[config.mk]
export PLATFORM = sky130hd
export DESIGN_NAME = rrd_div_cell
export DESIGN_NICKNAME = d
export VERILOG_FILES = /design/src/hdl/rrd_pkg.sv /design/src/hdl/rrd_div_cell.sv
export SDC_FILE = /design/constraint.sdc
export NUM_CORES = 1
export LEC_CHECK = 0
export ABC_AREA = 1
export BUFFER_PORTS_ARGS = -buffer_cell sky130_fd_sc_hd__buf_2
export CORE_AREA = 3 3 82 84
export CTS_CLUSTER_SIZE = 20
export DETAILED_ROUTE_END_ITERATION = 8
export DIE_AREA = 0 0 85 87
export HOLD_SLACK_MARGIN = 0.08
export PLACE_DENSITY = 0.84
export REMOVE_ABC_BUFFERS = 1
export SYNTH_ARGS = -nofsm -noshare
export SYNTH_HDL_FRONTEND = slang
export SYNTH_SLANG_ARGS = --single-unit
[constraint.sdc]
create_clock -name clk -period 2.1 [get_ports clk]
set_input_delay 0.21 -clock clk [delete_from_list [all_inputs] [get_ports clk]]
set_output_delay 0.21 -clock clk [all_outputs]
set_load 0.05 [all_outputs]
[src/hdl/rrd_pkg.sv]
// ----------------------------------------------------------------------------
// rrd_pkg
// Shared types and constants of the ray reflect/refract direction unit.
// ----------------------------------------------------------------------------
package rrd_pkg;

    localparam int IDX_W    = 16;
    localparam int IDX_FRAC = 12;

    localparam logic CMD_REFLECT = 1'b0;
    localparam logic CMD_REFRACT = 1'b1;

    typedef enum logic [1:0] {
        ST_OK      = 2'd0,
        ST_TIR     = 2'd1,
        ST_INVALID = 2'd2,
        ST_SAT     = 2'd3
    } status_t;

endpackage

[src/hdl/rrd_div_cell.sv]
// ----------------------------------------------------------------------------
// rrd_div_cell
// One restoring-division cell: resolves one quotient bit per enabled cycle.
// ----------------------------------------------------------------------------
module rrd_div_cell #(
    parameter int DW     = 16,
    parameter int QW     = 27,
    parameter int IDX    = 0,
    parameter int SIDE_W = 1
) (
    input  logic              clk,
    input  logic              rst_n,
    input  logic              en,
    input  logic              vld_in,
    input  logic [DW-1:0]     dvs_in,
    input  logic [DW-1:0]     rem_in,
    input  logic [QW-1:0]     quo_in,
    input  logic [SIDE_W-1:0] side_in,
    output logic              vld_out,
    output logic [DW-1:0]     dvs_out,
    output logic [DW-1:0]     rem_out,
    output logic [QW-1:0]     quo_out,
    output logic [SIDE_W-1:0] side_out
);
    import rrd_pkg::*;

    // dividend is a single one at the top quotient position
    localparam logic DBIT = (IDX == QW - 1);

    logic              vld_reg;
    logic [DW-1:0]     dvs_reg;
    logic [DW-1:0]     rem_reg;
    logic [QW-1:0]     quo_reg;
    logic [SIDE_W-1:0] side_reg;

    logic [DW:0]   trial;
    logic [DW:0]   diff;
    logic          ge;
    logic [DW-1:0] rem_next;
    logic [QW-1:0] quo_next;

    always_comb
    begin
        trial    = {rem_in, DBIT};
        diff     = trial - {1'b0, dvs_in};
        ge       = (trial >= {1'b0, dvs_in});
        rem_next = ge ? diff[DW-1:0] : trial[DW-1:0];
        quo_next = {quo_in[QW-2:0], ge};
    end

    always_ff @(posedge clk or negedge rst_n)
    begin
        if (!rst_n)
        begin
            vld_reg <= 1'b0;
        end
        else if (en)
        begin
            vld_reg <= vld_in;
        end
    end

    always_ff @(posedge clk)
    begin
        if (en)
        begin
            dvs_reg  <= dvs_in;
            rem_reg  <= rem_next;
            quo_reg  <= quo_next;
            side_reg <= side_in;
        end
    end

    assign vld_out  = vld_reg;
    assign dvs_out  = dvs_reg;
    assign rem_out  = rem_reg;
    assign quo_out  = quo_reg;
    assign side_out = side_reg;

endmodule

==> summary.txt <==
Synthesis
  – Ranking of synthesized cells by area: edfxtp_1, nand2_1, inv_1, ha_1, nand3_1
  – Seq/Total Area, Yosys: 0.577
  – Post-synthesis average cell area: 9.83 um2
  – Synthesized flop and latch total: ~60
  – Area leader, netlist: edfxtp_1
  – Cells after Synth: between 300 and 400
  – Synth unique cells: 26
  – Synthesis warning total: 0
  – Post-Synthesis Cell Area: around 3200 um2
  – Share of the synthesized area in the top cell type: 0.569

Timing
  – Worst-margin pin slew: a little under 0.5 ns
  – Achievable Freq: 505 MHz
  – Final min period: between 1.5 and 2 ns
  – Crit share post-route: 0.942
  – Fin worst setup slack: 0.121 ns
  – Setup TNS: 0 ns
  – Max_slew headroom: 0.672
  – Pins Over Slew Limit: 0
  – Setup-failing EPs final: 0
  – Clock skew: 0 ns
  – Final Hold Fails: 0

Routing
  – Initial DRC Count: about 320
  – Post-route DRC: 0
  – Drt first pass iters: 5
  – Drt via density: approximately 5.1
  – Antenna Nets Post-Route: 0
  – Vias: just under 3000
  – Final WL: about 9700 um
  – Routed WL per cell: 16.8 um

Finish
  – Final Cell Area: between 4000 and 5000 um2
  – Layout cell share with drive strength beyond 1: 0.335
  – Syn-to-layout area delta: 43.3%
  – Final nets: 578
  – Core Util, Final: 0.757
  – Antenna Cells: 0
  – Commonest non-fill, non-tap cells in the layout: buf_2, nand2_1, edfxtp_1
  – Commonest non-fill, non-tap cell in the layout: buf_2

CTS
  – CTS buffer count: 9
  – H-tree depth: 3
  – Clock root buffer: clkbuf_8
  – CTS Sinks: between 60 and 70
  – CTS tree: built
  – Maximum clock path buffer count: 2
  – Worst-path clk slew: 0.07 ns
  – Clk Latency, worst-skew pair: between 0.3 and 0.4 ns

Worst setup path
  – Worst path required time: between 2 and 2.5 ns
  – RR Startpoint: vld_out
  – Arr. time, crit path: between 2 and 2.5 ns
  – Reg2reg end: vld_out
  – R2r worst-path depth: 1
  – Slowest cell on the critical path: dlygate4sd3_1
  – Max FO, Critical Path: 15
  – Crit path cell chain: dlygate4sd3_1 > buf_2 > inv_1 > ha_4 > inv_1 > nor3_2 > and2_1 > nand2_2 > nand2_4 > inv_6 > nand2_1 > nand2_1
  – Setup crit end kind: register
  – Flop-to-flop setup slack: 1.31 ns
  – Setup Crit Path Kind: input port to register
  – Worst setup SP type: input port
  – CP max stage delay: approximately 0.52 ns

Run
  – Maximum capacitance violations: 0

Min path
  – Hold path start: dvs_in[9]
  – Worst Hold Class: input port to register
  – Hold path cells: 1
  – Hold Crit Endpoint: dvs_out[9]

Power and ir drop
  – Power Density: around 840 nW/um2
  – Switch share: 0.346
  – P_sw: between 0.001 and 0.0015 W
  – Clock power frac: 0.313
  – Pint: between 0.002 and 0.0025 W
  – Design Power: ~0.0038 W
  – Gate power share: 0.289
  – Pleak: between 2 and 2.5 nW
  – VDD IR max: ~0.63 mV
  – Sequential Power Share: 0.398

Floorplanning
  – Num ports: 125
  – Die Footprint: between 7000 and 8000 um2
  – Starting Density: 0.528
  – Die width: about 85 um
  – Die height: 87 um
  – Core ar.: approximately 6000 um2
  – Row cnt: 28

Global routing
  – Largest net degree at the start of global routing: 44
  – First-pass GRT wire length: roughly 15000 um
  – Initial antenna violation count: 0
  – Number of global-route vias before repair: 2939
  – Total GRT Usage: 0.266
  – Grt total ovfl: 0

Placed design
  – RePlAce Congestion: 0.865
  – Port buffer count: about 120
  – Pre-CTS WS: 0.116 ns
  – DP HPWL: 6000 um
  – Placed inst area: 3880 um2

Run status
  – Status: complete, no violations
## repair_timing
item                                    CTS  global route
endpoints found under the hold margin    40             0
resized for setup                         0             3
buffers inserted                          0             1
hold buffers                             40             0
endpoints found under the setup margin    0            14
## worst max-delay path: cells and delay by family
| kind | cells | cell delay [ns] |
|---|---|---|
| adder cells (fa/ha/maj) | 1 | 0.28 |
| buffers and inverters | 5 | 0.85 |
| AND/OR/NAND/NOR | 6 | 0.73 |
## power by group through the flow
stage | registers, W | clock network, W | logic (W)
final | 0.00152 | 0.00119 | 0.00110
after global routing | 0.00152 | 0.00124 | 0.00117
after CTS | 0.00151 | 0.00118 | 0.00106
after detailed placement | 0.00153 | 0 | 0.00100
after global placement | 0.00153 | 0 | 0.000984
after floorplan | 0.00196 | 0 | 0.000295
## cells in the mapped netlist, drive strengths merged
cell type,number
ha,16
buf,3
nand2,118
mux2,1
nand3,18
inv,56
nand3b,3
a21oi,10
fa,1
nor2,15
nand4,5
o21ai,1
or2,1
dfrtp,1
and2,4
nor3,2
xnor2,2
edfxtp,60
xor2,5
## per-layer routing
layer | vias up | share of wire | track usage
met2 | 200 | 0.50 | 0.484
met5 | - | 0 | 0
li1 | 1392 | - | -
met1 | 1340 | 0.38 | 0.306
met3 | 31 | 0.091 | 0.0568
met4 | 0 | 0.028 | 0.101
## sequential cells by signal (all words and copies together), names as in the netlist
signal / flops
quo_out: 27
vld_out: 1
side_out: 1
rem_out: 16
dvs_out: 16
## metrics by stage
step / hold WS (ns) / std cells
after floorplan: -0.0856 / 319
after global placement: -0.0151 / 520
after detailed placement: -0.0127 / 520
after CTS: 0.0896 / 576
after global routing: 0.0841 / 577
final: 0.0967 / 577
## area by class of cell
class	count	area [um2]
repair buffers	167	1060
fillers	378	1460
flip-flops and latches	61	1830
inverters	56	215
clock buffers	10	138
well taps	75	93.8
clock inverters	6	86.3
multi-input cells	202	1110
## cells by family after synthesis
logic type                 count (synthesis)  synth area share
and+or+nand+nor                          166             0.237
DFF                                       61             0.577
buffers and inverters                     59            0.0759
adders and majority gates                 17            0.0696
AOI/OAI and AO/OA                         11            0.0174
xor gates and xnor gates                   7            0.0194
muxes                                      1           0.00356
## how the worst max path moves through the flow
stage / end / start / cells past startpoint / slack (ns)
after floorplan: rem_out[15] / dvs_in[6] / 11 / 0.45
after global placement: rem_out[7] / dvs_in[9] / 12 / 0.16
after global routing: rem_out[9] / dvs_in[15] / 12 / -0.02
after detailed placement: rem_out[11] / dvs_in[12] / 14 / 0.12
final: rem_out[9] / dvs_in[15] / 12 / 0.12
after CTS: rem_out[7] / dvs_in[15] / 12 / 0.04
(Power assumes the default switching activity.)
