==> config.mk <==
export PLATFORM = sky130hd
export DESIGN_NAME = rrd_sqrt_cell
export DESIGN_NICKNAME = d
export VERILOG_FILES = /design/src/hdl/rrd_pkg.sv /design/src/hdl/rrd_sqrt_cell.sv
export SDC_FILE = /design/constraint.sdc
export NUM_CORES = 1
export LEC_CHECK = 0
export BUFFER_PORTS_ARGS = -buffer_cell sky130_fd_sc_hd__buf_2
export CELL_PAD_IN_SITES_DETAIL_PLACEMENT = 1
export CELL_PAD_IN_SITES_GLOBAL_PLACEMENT = 1
export CORE_MARGIN = 4
export CORE_UTILIZATION = 37
export CTS_BUF_LIST = sky130_fd_sc_hd__clkbuf_16
export CTS_CLUSTER_SIZE = 16
export DETAILED_ROUTE_END_ITERATION = 8
export GPL_TIMING_DRIVEN = 0
export PLACE_DENSITY_LB_ADDON = 0.1
export REMOVE_ABC_BUFFERS = 1
export SLEW_MARGIN = 20
export SYNTH_ARGS = -nofsm -noshare
export SYNTH_HDL_FRONTEND = slang
export SYNTH_SLANG_ARGS = --single-unit
==> constraint.sdc <==
create_clock -name clk -period 0.98 [get_ports clk]
set_input_delay 0.049 -clock clk [delete_from_list [all_inputs] [get_ports clk]]
set_output_delay 0.049 -clock clk [all_outputs]
set_load 0.03 [all_outputs]
==> src/hdl/rrd_pkg.sv <==
// ----------------------------------------------------------------------------
// rrd_pkg
// Shared types and constants of the ray reflect/refract direction unit.
// ----------------------------------------------------------------------------
package rrd_pkg;

    localparam int IDX_W    = 16;
    localparam int IDX_FRAC = 12;

    localparam logic CMD_REFLECT = 1'b0;
    localparam logic CMD_REFRACT = 1'b1;

    typedef enum logic [1:0] {
        ST_OK      = 2'd0,
        ST_TIR     = 2'd1,
        ST_INVALID = 2'd2,
        ST_SAT     = 2'd3
    } status_t;

endpackage

==> src/hdl/rrd_sqrt_cell.sv <==
// ----------------------------------------------------------------------------
// rrd_sqrt_cell
// One integer square root cell: resolves one root bit per enabled cycle.
// ----------------------------------------------------------------------------
module rrd_sqrt_cell #(
    parameter int SR     = 34,
    parameter int SIDE_W = 1
) (
    input  logic              clk,
    input  logic              rst_n,
    input  logic              en,
    input  logic              vld_in,
    input  logic [2*SR-1:0]   x_in,
    input  logic [SR-1:0]     root_in,
    input  logic [SR+1:0]     rem_in,
    input  logic [SIDE_W-1:0] side_in,
    output logic              vld_out,
    output logic [2*SR-1:0]   x_out,
    output logic [SR-1:0]     root_out,
    output logic [SR+1:0]     rem_out,
    output logic [SIDE_W-1:0] side_out
);
    import rrd_pkg::*;

    localparam int XW = 2 * SR;

    logic              vld_reg;
    logic [XW-1:0]     x_reg;
    logic [SR-1:0]     root_reg;
    logic [SR+1:0]     rem_reg;
    logic [SIDE_W-1:0] side_reg;

    logic [SR+3:0] cur;
    logic [SR+3:0] trial;
    logic [SR+3:0] diff;
    logic          ge;
    logic [SR+1:0] rem_next;
    logic [SR-1:0] root_next;
    logic [XW-1:0] x_next;

    always_comb
    begin
        cur       = {rem_in, x_in[XW-1:XW-2]};
        trial     = (SR+4)'({root_in, 2'b01});
        diff      = cur - trial;
        ge        = (cur >= trial);
        rem_next  = ge ? diff[SR+1:0] : cur[SR+1:0];
        root_next = {root_in[SR-2:0], ge};
        x_next    = {x_in[XW-3:0], 2'b00};
    end

    always_ff @(posedge clk or negedge rst_n)
    begin
        if (!rst_n)
        begin
            vld_reg <= 1'b0;
        end
        else if (en)
        begin
            vld_reg <= vld_in;
        end
    end

    always_ff @(posedge clk)
    begin
        if (en)
        begin
            x_reg    <= x_next;
            root_reg <= root_next;
            rem_reg  <= rem_next;
            side_reg <= side_in;
        end
    end

    assign vld_out  = vld_reg;
    assign x_out    = x_reg;
    assign root_out = root_reg;
    assign rem_out  = rem_reg;
    assign side_out = side_reg;

endmodule

==> summary by stage, run 1 <==
Status
The flow ran to the end, but the final reports show violations. The checks that failed: hold timing, setup timing.

Worst setup path
The kind of capture point of the worst setup path is a register. The slack of the worst reg-to-reg path is 60 ps. STA classifies the critical path startpoint as a primary input. The type of the setup path with the least slack is primary input to register. Counting cells, the worst reg-to-reg path comes to 2.

The critical register-to-register path endpoint is vld_out$_DFFE_PN0P_. The source of the critical timing path is root_in[17]. The endpoint required time on the critical path is 1160 ps. The worst-path maximum fanout is 7. STA puts the critical path data arrival time at 2400 ps.

The reg-to-reg critical path startpoint is vld_out$_DFFE_PN0P_.

Synth
After synthesis, the cell types taking the most area are sky130_fd_sc_hd__edfxtp_1 61%, sky130_fd_sc_hd__ha_1 6.7%, sky130_fd_sc_hd__nand2_1 3.2%, sky130_fd_sc_hd__o21ai_2 2.8%, sky130_fd_sc_hd__a21oi_1 2.8%. Yosys mapped a number of flops with a built-in enable equal to 137. The number of instances in the synthesized netlist is 542. In the synthesized netlist, the cells that appear most often are 137 x sky130_fd_sc_hd__edfxtp_1, 57 x sky130_fd_sc_hd__nand2_1, 44 x sky130_fd_sc_hd__inv_1.

The area of the mapped netlist is 6766 um^2. By instance count, the leading cell after synthesis is sky130_fd_sc_hd__edfxtp_1. The number of synthesized register bits is 138. The share of synthesized area in the top cell type comes to 60.80%. The primary flip-flop cell chosen by synthesis mapping is sky130_fd_sc_hd__edfxtp_1. In the synthesized netlist the async set-or-reset flop fraction comes to 0.7246%. The number of distinct library cells after synthesis is 58. The average footprint of a synthesized cell is 12.48 um^2. The share of the yosys chip area belonging to registers is 61.17%. The total number of yosys warnings is 0.

The dominant cell type by area after synthesis is sky130_fd_sc_hd__edfxtp_1.

Layout
Cells fill 69.26% of the core in the end. Cells with a size suffix above 1 make up 47.18% of the layout. The final net count is 1196. The finished cells cover 12440 um^2.

The area growth from synthesis to layout is 83.88%.

Min path
The path category of the worst min-delay check is primary input to register. The destination of the worst hold path is rem_out[2]$_DFFE_PP_. Along the worst hold path, the cell count comes to 3. The worst hold path startpoint is rem_in[0].

Placement
Summing all placed instances gives a cell area of 8438 um^2. The wire-length estimate of the detail-placed layout is 16.14 mm. The final weighted congestion in routability-driven placement is 0.7868. During placement, the flow inserted port buffers numbering 280.

Global routing
The first global-routing pass estimated 44.51 mm of wire. The largest net degree at the start of global routing is 91. The initial antenna violation count is 3. The via count of the first global-routing pass came to 7118. Global routing consumed, over all layers together, 28.94% of the routing resources. The residual overflow from global routing is 0.

Clocking
The buffer depth of the longest clock path is 2. The clock-pin slew of the registers on the worst-case setup and hold paths is 70 ps. The clock net sink count is 138.

TritonCTS built the clock tree. Clock tree synthesis inserted a total of 17 buffers. The deepest level of the CTS H-tree is 4. At the later pin of the worst-skew pair, clock insertion delay measures 420 ps. The tree is rooted in a sky130_fd_sc_hd__clkbuf_16. Hold repair after CTS inserted 137 buffers.

STA
The final hold violation count is 1. The minimum hold slack is -78.50 ps. The count of final max-slew check failures came to 0.

The worst slew margin relative to its limit is 59.97%. The final critical path time including I/O delays and setup is 2223 ps. The maximum clock frequency is 449.8 MHz. Dividing the final minimum period by the clock period gives 226.8%. Setup repair after global routing could not meet its margin everywhere.

The final clock skew is 0 ps. The slack of the critical path is -1243 ps. Setup violations remaining at the end of the flow were counted as 175. At the pin with the least slew margin, the transition time is 585.2 ps.

Drt
The via total after detailed routing is 6785. Once detail routing completed, the nets flagged for antenna violations numbered 0. The first-pass detailed-route iteration total is 5.

After detailed routing, the number of remaining DRC violations is 0. The total length of routed wires is 33.06 mm. The wire length per cell is 26.22 um. The starting DRC count in detailed routing is 489. In the routed layout, each cell is associated on average with a via count of 5.381.

Die
The area enclosed by the die boundary is 20510 um^2. The core region is 17960 um^2. The top-level port count is 283. The number of placement rows is 49. The effective utilization at floorplan is 37.67%.

From left edge to right edge, the die measures 143.2 um. The chip height is 143.2 um.

Pwr
The leakage power is 5.204 nW. The largest vdd supply drop is 1468 uV. Power spread over the standard cell area amounts to 1659 nW/um^2.

Job
The tool flagged a number of max-cap violations equal to 0.
==> worst max-delay path by stage <==
stage	end	slack [ps]	cells after the start
6_report	rem_out[12]$_DFFE_PP_	-1240	13
5_1_grt	rem_out[32]$_DFFE_PP_	-1340	14
4_1_cts	rem_out[12]$_DFFE_PP_	-1260	14
3_5_place_dp	rem_out[12]$_DFFE_PP_	-2620	13
3_3_place_gp	rem_out[32]$_DFFE_PP_	-4340	11
2_1_floorplan	rem_out[32]$_DFFE_PP_	-3180	10
==> logic make-up (layout without fill, tap and decap cells) <==
| group | count (synthesis) | in the layout | share of synthesized area [%] |
|---|---|---|---|
| AOI/OAI and AO/OA | 147 | 147 | 14.81 |
| DFF | 138 | 138 | 61.17 |
| xor gates and xnor gates | 30 | 30 | 3.883 |
| and+or+nand+nor | 125 | 125 | 8.395 |
| other | 1 | 4 | 0.05542 |
| muxes | 5 | 5 | 0.7951 |
| adders and majority gates | 36 | 36 | 6.657 |
| buffers and inverters | 60 | 547 | 4.234 |
==> worst max-delay path, stage by stage <==
cell and delay (ps):
sky130_fd_sc_hd__buf_2 110, sky130_fd_sc_hd__inv_1 70, sky130_fd_sc_hd__ha_2 330, sky130_fd_sc_hd__a21o_1 190, sky130_fd_sc_hd__a21o_1 210, sky130_fd_sc_hd__a21oi_2 180
sky130_fd_sc_hd__o221ai_2 120, sky130_fd_sc_hd__a31o_4 240, sky130_fd_sc_hd__a211oi_4 220, sky130_fd_sc_hd__buf_6 150, sky130_fd_sc_hd__buf_12 100, sky130_fd_sc_hd__buf_12 110
sky130_fd_sc_hd__mux2_4 300
==> layout by cell type, fill, tap and decap left out, drive strengths merged, types with 3 or more instances in the layout <==
master       netlist  layout
nand2b             4       4
buf               10     334
nor2b              8       8
a21o              14      14
edfxtp           137     137
ha                36      36
nand4              6       6
clkinv             0       3
a31oi              7       7
xor2              13      13
and3               3       3
inv               44      52
a211oi             3       3
clkbuf             6      17
xnor2             17      17
nor3               6       6
o21bai             4       4
a2111oi            3       3
nand2             57      57
o21a               5       5
o21ai             51      51
dlygate4sd3        0     137
o211ai             3       3
mux2               3       3
clkinvlp           0       4
nand3              9       9
a21oi             38      38
nor2              23      23
==> sequential cells by signal, indices dropped and copies added (netlist names) <==
register,flops
vld_out,1
x_out,66
side_out,1
root_out,34
rem_out,36
==> layer usage <==
metal  global-route usage [%]  vias to the layer above  wire length, um
met5                        0                        -               13
met4                    9.663                        2              900
met3                    8.573                       61             2573
met2                    51.81                      364            17470
met1                    33.11                     3396            12100
li1                         -                     2962                -
==> cell type report <==
cell class                      instances  area, um^2
Fill cell                            1719        5522
Timing Repair Buffer                  471        4245
Sequential cell                       138        4139
Multi-Input combinational cell        345        3034
Clock buffer                           17       425.4
Tap cell                              229       286.5
Inverter                               44       172.7
Clock inverter                         15       133.9
Antenna cell                            2       5.005
==> report_power, final <==
group | switching [mW] | leakage, nW | internal [mW]
Sequential | 0.358 | 1.35 | 7.23
Clock | 3.17 | 0.265 | 3.34
Combinational | 3.58 | 3.59 | 2.96
Total | 7.11 | 5.20 | 13.5
==> stage by stage <==
step           setup TNS (ps)  std cells  total power, mW  worst slack (ps)
6_report               -49040       1261            20.64             -1243
5_1_grt                -55620       1261            21.29             -1339
4_1_cts                -49550       1241            19.67             -1261
3_5_place_dp          -107780       1042            11.65             -2622
3_3_place_gp          -377920       1036            11.52             -4337
2_1_floorplan         -107690        527            10.16             -3178
==> timing repair <==
item | in CTS | in global routing
gates resized for setup | 380 | 74
buffers inserted | 30 | 19
pin swaps | 39 | 34
setup endpoints to repair | 175 | 175
endpoints found under the hold margin | 137 | 1
Note: power is estimated with default switching activity, not from simulation.
==> run 2: changes to the inputs <==
CELL_PAD_IN_SITES_DETAIL_PLACEMENT = unset   (was 1)
CELL_PAD_IN_SITES_GLOBAL_PLACEMENT = unset   (was 1)
CORE_UTILIZATION = 40   (was 37)
PLACE_DENSITY = 0.69   (was unset)
PLACE_DENSITY_LB_ADDON = unset   (was 0.1)
==> run 2 against run 1 <==
Net effect:
- the run ends with setup timing left
- non-clock buffer count decreased by 4
- clock-buffer cell count did not move
- clock power fell by 3%
- sequential cell count did not move
- power down 1.5%
- combinational power is 2% lower
- sequential power about the same
- highest routed layer is now met4
==> summary by stage, run 2 (synthesis results as in run 1) <==
Drt
After detailed routing, the number of remaining DRC violations is 0. The routed layout has 6731 vias. Dividing the detail-routed via count by the number of cells gives 5.380.

After detailed routing, the average wire length per cell comes to 22.90 um. After detailed routing, the total wire length is 28.65 mm. For this block, the initial DRC count from the detailed router was 519.

The count of nets left with antenna violations once routing finished came out at 0. The first-pass detailed-route iteration total is 5.

Clocking
Clock-pin slew was measured on the worst setup and hold paths at 70 ps. The clock net sink count is 138. The TritonCTS clock tree is built.

Buffers inserted during clock tree synthesis total 17. The clock tree root driver cell is sky130_fd_sc_hd__clkbuf_16. Clock latency on the worst-skew pair, taken at its later pin, is 420 ps. The deepest level of the CTS H-tree is 4. In this run the deepest clock path goes through 2 buffers.

Pwr
The power per unit of standard cell area is 1628 nW/um^2. The largest vdd supply drop is 1279 uV. The leakage power is 5.255 nW.

Global routing
The residual overflow from global routing is 0. The via count of the first global-routing pass is 6916. The global routing usage summed across all routing layers is 28.52%.

The largest net degree at the start of global routing is 87. The first global-routing pass estimated 41.99 mm of wire. The initial antenna violation count was 5.

STA
Between clock sinks in the finished design, the worst skew comes to 0 ps. The slack of the critical path is -1310 ps. Setup total negative slack on the finished layout was measured at -49880 ps. The final setup violation count is 175. The final hold violation count is 0. The minimum hold slack is 45.99 ps.

The count of final max-slew check failures is 0. Of the available clock period, the critical path in the final layout requires 233.6%. The maximum clock frequency is 436.8 MHz. Setup repair after global routing could not meet its margin everywhere. Subtracting the final worst setup slack from the clock period gives 2290 ps.

Worst setup path
STA classifies the critical path endpoint as a register. The source of the critical timing path is root_in[11]. The arrival time at the worst endpoint is 2450 ps.

The worst setup path is of the primary input to register kind. Data on the critical path is required at its endpoint by 1140 ps. The worst reg-to-reg path cell count is 2.

The critical register-to-register path endpoint is vld_out$_DFFE_PN0P_. The reg-to-reg critical path startpoint is vld_out$_DFFE_PN0P_. STA classifies the critical path startpoint as a primary input. In this run the worst path has a maximum fanout of 8. The critical path ends at rem_out[32]$_DFFE_PP_. The slack of the worst reg-to-reg path is 50 ps.

Placement
After legalization and detailed placement, the total HPWL measured 14.87 mm. In this run the tool buffered the top-level ports with 280 buffer cells. The final weighted congestion in routability-driven placement is 0.8484. The area after detailed placement is 8416 um^2.

Die
283 I/O pins were placed. The die covers 19060 um^2. The effective utilization at floorplan is 40.80%. In this run the vertical extent of the chip is 138.1 um.

The die is 138.1 um wide. The region available for standard cell placement spans 16580 um^2. Row generation in the floorplan step produced 47 rows.

Job
The tool flagged a number of max-cap violations equal to 0.

Layout
The total of fill cells in the finished design is 946. From synthesis to final layout, the design area changed by 84.52%. Leaving out fill and tap cells, the most frequent cell in the layout is sky130_fd_sc_hd__buf_6. The flip-flop count of the largest register after layout is 66. The library cells used most frequently in the layout, excluding fill and tap cells, are 156 x sky130_fd_sc_hd__buf_6, 138 x sky130_fd_sc_hd__dlygate4sd3_1, 137 x sky130_fd_sc_hd__edfxtp_1, 132 x sky130_fd_sc_hd__buf_2, 38 x sky130_fd_sc_hd__inv_1. The post-route netlist has 46.78% of its cells at a drive strength greater than 1. Summing all multi-input logic gate instances after layout gives 3032 um^2. The final net count is 1192. Registers take 4139 um^2. With fillers left out, the area of the finished cells amounts to 12490 um^2.

Status
The final reports fail on setup timing. The run finished, with violations left.

Min path
The path category of the worst min-delay check is primary input to register.
[run 2: cell types whose count changed in the layout (fill, tap and decap cells not counted), moves of 4 or more]
cell	previous run	this run
sky130_fd_sc_hd__ha_4	18	14
sky130_fd_sc_hd__o21ai_4	2	7
sky130_fd_sc_hd__nand2_2	8	14
sky130_fd_sc_hd__inv_6	5	1
sky130_fd_sc_hd__nand2_1	44	35
sky130_fd_sc_hd__buf_4	40	24
sky130_fd_sc_hd__buf_6	151	156
[run 2: repair_timing]
item | in CTS | in global routing
gates resized for setup | 406 | 64
cloned | 4 | 0
endpoints found under the hold margin | 137 | 1
setup buffers | 34 | 10
setup endpoints to repair | 175 | 175
pin swaps | 58 | 36
hold buffers | 137 | 1
[run 2: how the worst min path moves through the flow]
stage	to	cells past startpoint	start
after global placement	vld_out$_DFFE_PN0P_	1	rst_n
after floorplan	vld_out$_DFFE_PN0P_	0	rst_n
after global routing	rem_out[1]$_DFFE_PP_	3	x_in[67]
after detailed placement	vld_out$_DFFE_PN0P_	1	rst_n
final	x_out[17]$_DFFE_PP_	1	en
after CTS	rem_out[2]$_DFFE_PP_	3	rem_in[0]
[run 2: final cells by class]
type	instances	area share, %
well taps	220	2.205
inverters	44	1.403
flip-flops and latches	138	33.15
diodes	5	0.1002
clock buffers	17	3.407
multi-input cells	345	24.28
clock inverters	15	1.042
repair buffers	467	34.41
[run 2: metal layers]
layer | part of all wire (%) | track usage (%) | wire [um] | vias up
met2 | 50 | 49.56 | 14390 | 453
met1 | 36 | 33.18 | 10280 | 3233
met4 | 4.8 | 12.43 | 1374 | 0
li1 | - | - | - | 2958
met5 | 0 | 0 | 0 | -
met3 | 9.1 | 7.700 | 2610 | 87
[run 2: critical path, cell delays in order]
cell and delay, ps:
sky130_fd_sc_hd__buf_2 100, sky130_fd_sc_hd__inv_1 80, sky130_fd_sc_hd__ha_2 340, sky130_fd_sc_hd__a21o_1 230, sky130_fd_sc_hd__a31oi_1 200, sky130_fd_sc_hd__o41a_4 220, sky130_fd_sc_hd__o21ai_4 70, sky130_fd_sc_hd__a31o_4 270
sky130_fd_sc_hd__a211oi_4 270, sky130_fd_sc_hd__buf_6 170, sky130_fd_sc_hd__buf_6 100, sky130_fd_sc_hd__mux2i_4 230, sky130_fd_sc_hd__o311ai_4 120
[run 2: through the flow]
step	util [%]	cells	power [mW]	setup slack (ps)
3_3_place_gp	50.20	1027	11.49	-4196
4_1_cts	73.26	1239	19.61	-1332
6_report	75.29	1251	20.32	-1310
5_1_grt	75.29	1251	20.94	-1380
2_1_floorplan	-	527	10.16	-3178
3_5_place_dp	50.75	1032	11.57	-2558
[run 2: power breakdown]
part	switching [mW]	internal, mW	leakage [nW]	total [mW]
Clock	2.82	3.50	0.275	6.32
Sequential	0.342	7.23	1.35	7.58
Combinational	3.44	2.98	3.63	6.42
